==> src/sv/gcp_pkg.sv <==
// shared constants, types and helper functions of the gaussian cdf pipeline
package gcp_pkg;

    // restoring divider steps per register stage
    localparam int DIV_STEPS = 5;

    // internal fixed point, 32 fraction bits
    localparam int QF = 32;
    localparam int ZW = 35;          // |z|, 3 integer bits
    localparam int TW = 33;          // t, up to one
    localparam int D2W = 35;         // twice the reciprocal denominator
    localparam int WW = 37;          // z*z/2
    localparam int UW = 38;          // w*log2(e)
    localparam int NW = 6;           // integer part of u
    localparam int YW = 32;          // reduced exponent argument
    localparam int HW = 36;          // signed horner value
    localparam int PW = 35;          // clamped polynomial
    localparam int SUMW = 34;        // taylor partial sums
    localparam int EW = 33;          // exp result
    localparam int M1W = 33;
    localparam int M2W = 34;
    localparam int QPW = 37;         // final product
    localparam int TAYLOR_TERMS = 13;
    localparam int RECIP_SHIFT = 36;
    localparam int EXP_FLUSH = 40;

    localparam logic [63:0] ONE = 64'd1 << QF;
    localparam logic [63:0] CB1 = ((64'd319381530 << 32) + 64'd500000000) / 64'd1000000000;
    localparam logic [63:0] CB2 = ((64'd356563782 << 32) + 64'd500000000) / 64'd1000000000;
    localparam logic [63:0] CB3 = ((64'd1781477937 << 32) + 64'd500000000) / 64'd1000000000;
    localparam logic [63:0] CB4 = ((64'd1821255978 << 32) + 64'd500000000) / 64'd1000000000;
    localparam logic [63:0] CB5 = ((64'd1330274429 << 32) + 64'd500000000) / 64'd1000000000;
    localparam logic [63:0] CP = ((64'd231641900 << 32) + 64'd500000000) / 64'd1000000000;
    localparam logic [63:0] CC = ((64'd398942280 << 32) + 64'd500000000) / 64'd1000000000;
    localparam logic [63:0] CLOG2E = ((64'd1442695041 << 32) + 64'd500000000) / 64'd1000000000;
    localparam logic [63:0] CLN2 = ((64'd693147181 << 32) + 64'd500000000) / 64'd1000000000;

    localparam logic signed [HW-1:0] HB1 = HW'(CB1);
    localparam logic signed [HW-1:0] HB2 = HW'(CB2);
    localparam logic signed [HW-1:0] HB3 = HW'(CB3);
    localparam logic signed [HW-1:0] HB4 = HW'(CB4);
    localparam logic signed [HW-1:0] HB5 = HW'(CB5);

    typedef struct packed {
        logic nonneg;
        logic bad;
        logic tail;
    } flags_t;

    // t times a signed horner value, truncated toward zero
    function automatic logic signed [HW-1:0] tmul(logic [TW-1:0] t, logic signed [HW-1:0] h);
        logic [HW-1:0] hm;
        logic [TW+HW-1:0] prod;
        logic [HW-1:0] pm;
        hm = h[HW-1] ? (HW'(0) - h) : h;
        prod = (TW+HW)'(t) * (TW+HW)'(hm);
        pm = prod[QF+HW-1:QF];
        return h[HW-1] ? $signed(HW'(0) - pm) : $signed(pm);
    endfunction

    // fix up a reciprocal quotient estimate that may be one low
    function automatic logic [TW-1:0] div_fix(logic [TW-1:0] q0, logic [31:0] p,
                                              logic [3:0] k);
        logic [TW+3:0] qk;
        logic [TW+3:0] rr;
        qk = (TW+4)'(q0) * (TW+4)'(k);
        rr = (TW+4)'(p) - qk;
        return (rr >= (TW+4)'(k)) ? TW'(q0 + 1'b1) : q0;
    endfunction

endpackage

==> src/sv/gcp_divu.sv <==
// pipelined restoring divider, a few quotient bits per stage
module gcp_divu #(
    parameter int RW = 35,
    parameter int QW = 35,
    parameter int SBW = 1
) (
    input  logic           aclk,
    input  logic           aresetn,
    input  logic           en,
    input  logic           in_valid,
    input  logic [RW-1:0]  in_rem,
    input  logic [RW-1:0]  in_div,
    input  logic [SBW-1:0] in_side,
    output logic           out_valid,
    output logic [QW-1:0]  out_quo,
    output logic [SBW-1:0] out_side
);
    localparam int SPS = gcp_pkg::DIV_STEPS;
    localparam int NST = (QW + SPS - 1) / SPS;

    logic           v_reg  [NST];
    logic [RW-1:0]  r_reg  [NST];
    logic [RW-1:0]  d_reg  [NST];
    logic [QW-1:0]  q_reg  [NST];
    logic [SBW-1:0] sb_reg [NST];

    for (genvar s = 0; s < NST; s++) begin : g_st
        logic           vi;
        logic [RW-1:0]  ri;
        logic [RW-1:0]  di;
        logic [QW-1:0]  qi;
        logic [SBW-1:0] sbi;
        logic [RW-1:0]  r_next;
        logic [QW-1:0]  q_next;

        if (s == 0) begin : g_first
            assign vi  = in_valid;
            assign ri  = in_rem;
            assign di  = in_div;
            assign qi  = '0;
            assign sbi = in_side;
        end else begin : g_rest
            assign vi  = v_reg[s-1];
            assign ri  = r_reg[s-1];
            assign di  = d_reg[s-1];
            assign qi  = q_reg[s-1];
            assign sbi = sb_reg[s-1];
        end

        always_comb begin
            logic [RW:0] rs;
            r_next = ri;
            q_next = qi;
            rs = '0;
            for (int j = 0; j < SPS; j++) begin
                if (s * SPS + j < QW) begin
                    rs = {r_next, 1'b0};
                    if (rs >= {1'b0, di}) begin
                        r_next = RW'(rs - {1'b0, di});
                        q_next = {q_next[QW-2:0], 1'b1};
                    end else begin
                        r_next = rs[RW-1:0];
                        q_next = {q_next[QW-2:0], 1'b0};
                    end
                end
            end
        end

        always_ff @(posedge aclk) begin
            if (!aresetn) begin
                v_reg[s] <= 1'b0;
            end else if (en) begin
                v_reg[s] <= vi;
            end
        end

        always_ff @(posedge aclk) begin
            if (en) begin
                r_reg[s]  <= r_next;
                d_reg[s]  <= di;
                q_reg[s]  <= q_next;
                sb_reg[s] <= sbi;
            end
        end
    end

    assign out_valid = v_reg[NST-1];
    assign out_quo   = q_reg[NST-1];
    assign out_side  = sb_reg[NST-1];

endmodule

==> config.mk <==
export PLATFORM = sky130hd
export DESIGN_NAME = gcp_divu
export DESIGN_NICKNAME = d
export VERILOG_FILES = /design/src/sv/gcp_pkg.sv /design/src/sv/gcp_divu.sv
export SDC_FILE = /design/constraint.sdc
export NUM_CORES = 2
export LEC_CHECK = 0
export BUFFER_PORTS_ARGS = -buffer_cell sky130_fd_sc_hd__buf_2
export CORE_ASPECT_RATIO = 1.75
export CORE_MARGIN = 2
export CORE_UTILIZATION = 60
export DETAILED_ROUTE_END_ITERATION = 12
export PLACE_DENSITY_LB_ADDON = 0.05
export SYNTH_ARGS = -nofsm -noshare
export SYNTH_HDL_FRONTEND = slang
export SYNTH_SLANG_ARGS = --single-unit
==> constraint.sdc <==
create_clock -name aclk -period 18.65 [get_ports aclk]
set_clock_uncertainty 0.05 [all_clocks]
set_input_delay 2.7975 -clock aclk [delete_from_list [all_inputs] [get_ports aclk]]
set_output_delay 2.7975 -clock aclk [all_outputs]
set_load 0.005 [all_outputs]
==> flow_metrics.py, run 1 <==
metrics = {
    "synth": {
        "syn_inst": 10600,
        "synth_warnings": 0,
        "synth_seq_cells": 574,
        "synth_top_family_by_area": "compound AO/OA/AOI/OAI gates",
        "seq_area_frac_synth_pct": 19.5,
        "syn-cell-area_um2": 88300,
        "async_reset_ff_share_pct": 0,
        "synth.largest_area_cell": "edfxtp_1",
        "syn_avg_cell_area_um2": 8.33,
        "synth_xor_xnor_area_share_pct": 9.73,
        "synth_fa_ha_area_share_pct": 17.1,
        "synth-compound-area-share_pct": 26.2,
        "synth-edff-count": 573,
        "yosys.area_share.simple_pct": 15.0,
        "synthFlopType": "edfxtp_1",
        "syn_nets": 11900,
        "ys_top_cells_by_area": "edfxtp_1, ha_1, mux2_2",
        "synth_top_area_share_pct": 19.5,
        "muxShareOfSynthArea_pct": 8.69,
        "yosysUniqueCellTypes": 117,
    },
    "floorplan": {
        "rows": 186,
        "die_x_um": 294,
        "ios": 112,
        "start_util_pct": 60.3,
        "dieHeight_um": 512,
    },
    "placed_design": {
        "post_dp_cell_area_um2": 104000,
        "io_buffers": 111,
        "gp_congestion": 1.07,
        "place_hpwl_um": 291000,
    },
    "clock_tree": {
        "htree_levels": 3,
        "clockBufferDepth": 3,
        "clock-sinks": 574,
        "postCtsHoldBufs": 0,
        "cts_root_buffer": "clkbuf_16",
        "cts_buffers": 66,
    },
    "run_status": {
        "toolErrorMsg": "[ERROR GRT-0232] Routing congestion too high. Check the congestion heatmap in the GUI.",
        "status": "aborted with a tool error",
        "lastStage": "global routing (5_1_grt)",
    },
    "grt": {
        "grt_max_degree": 120,
        "gr-total-overflow": 6,
        "gr-usage-all-layers_pct": 50.8,
    },
}
## through the flow
| step | hold WS (ns) | setup slack (ns) | TNS, ns | std cells |
|---|---|---|---|---|
| after floorplan | 0.350 | 0.427 | 0 | 10600 |
| after global placement | 0.351 | -0.0784 | -0.270 | 14100 |
| after detailed placement | 0.355 | -0.289 | -19.16 | 14100 |
| after CTS | 0.357 | 0.000947 | 0 | 14200 |
## logic make-up after synthesis
kind of cell | after synthesis
adder cells (fa/ha/maj) | 1203
AND/OR/NAND/NOR | 2739
multiplexers | 682
buffers and inverters | 838
XOR/XNOR | 981
AO/OA/AOI/OAI | 3591
flip-flops | 574
## per-layer routing
layer  GRT usage, %  overflow
met5          0.780         0
met2           86.0         3
met3           19.1         0
met4           65.7         3
met1           39.4         0
## cells in the mapped netlist, drive strengths merged (23+ instances only)
cell type  count
nand2b       191
nor2         804
o21bai       152
a31oi        101
buf          103
a221o         31
nand4        106
a21boi        41
nand3b        25
o21a         201
o31ai         71
edfxtp       573
mux2         593
o211ai        79
a21oi       1081
xnor2        655
or2           54
and3         115
nand3        190
nand2        691
nor3         178
a211oi       121
nor2b        137
a221oi        23
o21ai        747
or3           70
mux2i         89
o31a          44
inv          615
xor2         326
clkbuf       115
o221ai        32
a31o          26
and4          36
a211o         41
and2          60
ha          1196
a2111oi       24
a21o         535
nor4          25
## repair_timing
action,4_1_cts
setup endpoints to repair,138
gates cloned,1
buffers inserted,0
pin swaps,2
resized for setup,9
endpoints found under the hold margin,0
==> run 2: changes to the inputs <==
CORE_ASPECT_RATIO = unset   (was 1.75)
CORE_UTILIZATION = 40   (was 60)
PLACE_DENSITY_LB_ADDON = 0.15   (was 0.05)
clock period = 24.2 ns   (was 18.65 ns; I/O delays follow)
==> run 2 against run 1 <==
Compared with the run above:
- synthesized area stayed put
- the run now ends clean
- synthesized cell count stayed put
==> flow_metrics.py, run 2 <==
metrics = {
    "synth": {
        "ys_top_cells_by_area": "edfxtp_1, ha_1, mux2_2",
        "synth_most_common_cell": "ha_1",
        "syn-cell-area_um2": 88300,
        "seq_area_frac_synth_pct": 19.5,
        "synth_seq_cells": 574,
        "yosysUniqueCellTypes": 117,
        "syn_inst": 10600,
        "synthFlopType": "edfxtp_1",
        "synth-edff-count": 573,
        "ys_top_cells_by_count": "ha_1, a21oi_1, nor2_1, o21ai_0, nand2_1",
        "synth.largest_area_cell": "edfxtp_1",
        "synth_top_area_share_pct": 19.5,
        "async_reset_ff_share_pct": 0,
        "syn_nets": 11900,
        "synth_warnings": 0,
        "syn_avg_cell_area_um2": 8.33,
    },
    "grt": {
        "gr-usage-all-layers_pct": 23.8,
        "antenna_found_initial": 7,
        "grt_max_degree": 79,
        "gr-total-overflow": 0,
        "grt_pass1_vias": 75500,
        "grt_pass1_wl_um": 428000,
    },
    "setup_path": {
        "crit_arrival_ns": 22.76,
        "crit_buf_inv": 11,
        "cp_top_family": "compound AO/OA/AOI/OAI gates",
        "critPathMaxStageDelay_ns": 0.61,
        "crit_slowest_cell": "nor4_1",
        "rrSetupSlack_ns": 3.04,
        "crit_type": "primary input to flip-flop",
        "r2r-end": "r_reg[4][4]",
        "reg2reg_from": "d_reg[3][0]",
        "cp_data_required_time_ns": 24.61,
        "rr_worst_depth": 66,
        "crit_fanout": 27,
        "cp-start-kind": "primary input",
        "cpMostUsedCell": "a21oi_1",
        "end_kind": "flip-flop",
    },
    "detailed_routing": {
        "dr_total_vias": 79400,
        "drtAntennaViolNets": 0,
        "drc_errors": 0,
        "drt_wl_total_um": 275000,
        "dr.pass1.iters": 6,
        "post_drt_wl_per_cell_um": 20.3,
        "drt_iter0_drc": 5729,
        "via_per_inst": 5.85,
    },
    "sta": {
        "period_share_pct": 92.4,
        "tightest_slew_ns": 1.19,
        "max_freq_mhz": 44.7,
        "relSlewSlack_pct": 19.7,
        "min_period_ns": 22.35,
        "setup_viol": 0,
        "finalHoldViolations": 0,
        "slew_violations": 0,
        "setup_tns_ns": 0,
        "rsz0062_at_grt": "no",
    },
    "run_status": {
        "status": "complete, no violations",
    },
    "floorplan": {
        "start_util_pct": 40.2,
        "die_x_um": 474,
        "dieArea_um2": 225000,
        "rows": 172,
        "coreArea_um2": 220000,
        "ios": 112,
        "dieHeight_um": 474,
    },
    "flow_run": {
        "drv_cap": 0,
    },
    "placed_design": {
        "gp_congestion": 0.921,
        "place_hpwl_um": 227000,
        "io_buffers": 111,
    },
    "worst_hold_path": {
        "hp-start": "sb_reg[2]",
        "hold_class": "flip-flop to flip-flop",
        "worstHoldPathCells": 0,
        "min_to": "sb_reg[3]",
    },
    "clock_tree": {
        "clkTransAtPathRegs_ns": 0.06,
        "tritoncts": "done",
        "postCtsSetupBuffers": 0,
        "cts_resized": 0,
        "clockBufferDepth": 3,
        "clk_latency_ns": 0.74,
        "cts_buffers": 77,
        "cts_root_buffer": "clkbuf_16",
        "postCtsHoldBufs": 0,
        "htree_levels": 3,
        "clock-sinks": 574,
    },
    "finish": {
        "layout_commonest_cell": "ha_1",
        "area_growth_pct": 7.13,
        "final_cell_mix": "ha_1, a21oi_1, nor2_1",
        "finish.net_count": 11900,
        "drive_gt1_share_pct": 9.49,
    },
}
run 2: cell counts after synthesis:
No cell type changed its count.
run 2: worst max path at each step:
stage,startpoint,to,slack (ns),cells after the start
3_5_place_dp,in_div[8],r_reg[0][7],1.55,68
6_report,in_div[8],r_reg[0][14],1.85,69
5_1_grt,in_div[8],r_reg[0][7],0.63,68
2_1_floorplan,in_div[0],r_reg[0][22],5.14,71
4_1_cts,in_div[8],r_reg[0][14],2.19,69
3_3_place_gp,in_div[8],r_reg[0][7],1.80,68
run 2: layout make-up:
cell class              count  area, µm²
fillers                 22000     125000
flip-flops and latches    574      17200
multi-input cells        9196      67900
clock inverters            52        597
clock buffers              88       1980
well taps                2871       3590
inverters                 620       2330
repair buffers            173       1040
diodes                      6       15.0
run 2: cells by family (layout without fill, tap and decap cells):
kind of cell,count (synthesis),count (layout),share of synthesized area (%)
xor+xnor,981,981,9.73
compound gates,3591,3591,26.2
other cells,0,6,0
simple gates,2739,2739,15.0
buf+inv,838,933,3.76
flops,574,574,19.5
mux,682,682,8.69
fa+ha+maj,1203,1203,17.1
run 2: per-stage QoR:
step	utilization (%)	hold slack [ns]	setup slack (ns)	std cells	area [µm²]
floorplan	-	0.350	5.14	10600	88300
detailed placement	41.9	0.355	1.55	13400	92000
global route	43.1	0.373	0.627	13600	94600
global placement	41.9	0.351	1.80	13400	92000
CTS	43.1	0.364	2.19	13600	94600
finish	43.1	0.362	1.85	13600	94600
run 2: layer usage:
layer  share of wire, %  vias to the layer above  global-route usage [%]
li1                   -                    39700                       -
met1                 47                    37600                    32.7
met2                 46                     1740                    39.6
met3                4.1                      332                    1.94
met4                2.8                        0                    6.77
met5                  0                        -                       0
Power of run 2 is left out: the tool's default activity adds up to more than one toggle a clock period on the data nets, which glitch-free logic cannot reach.
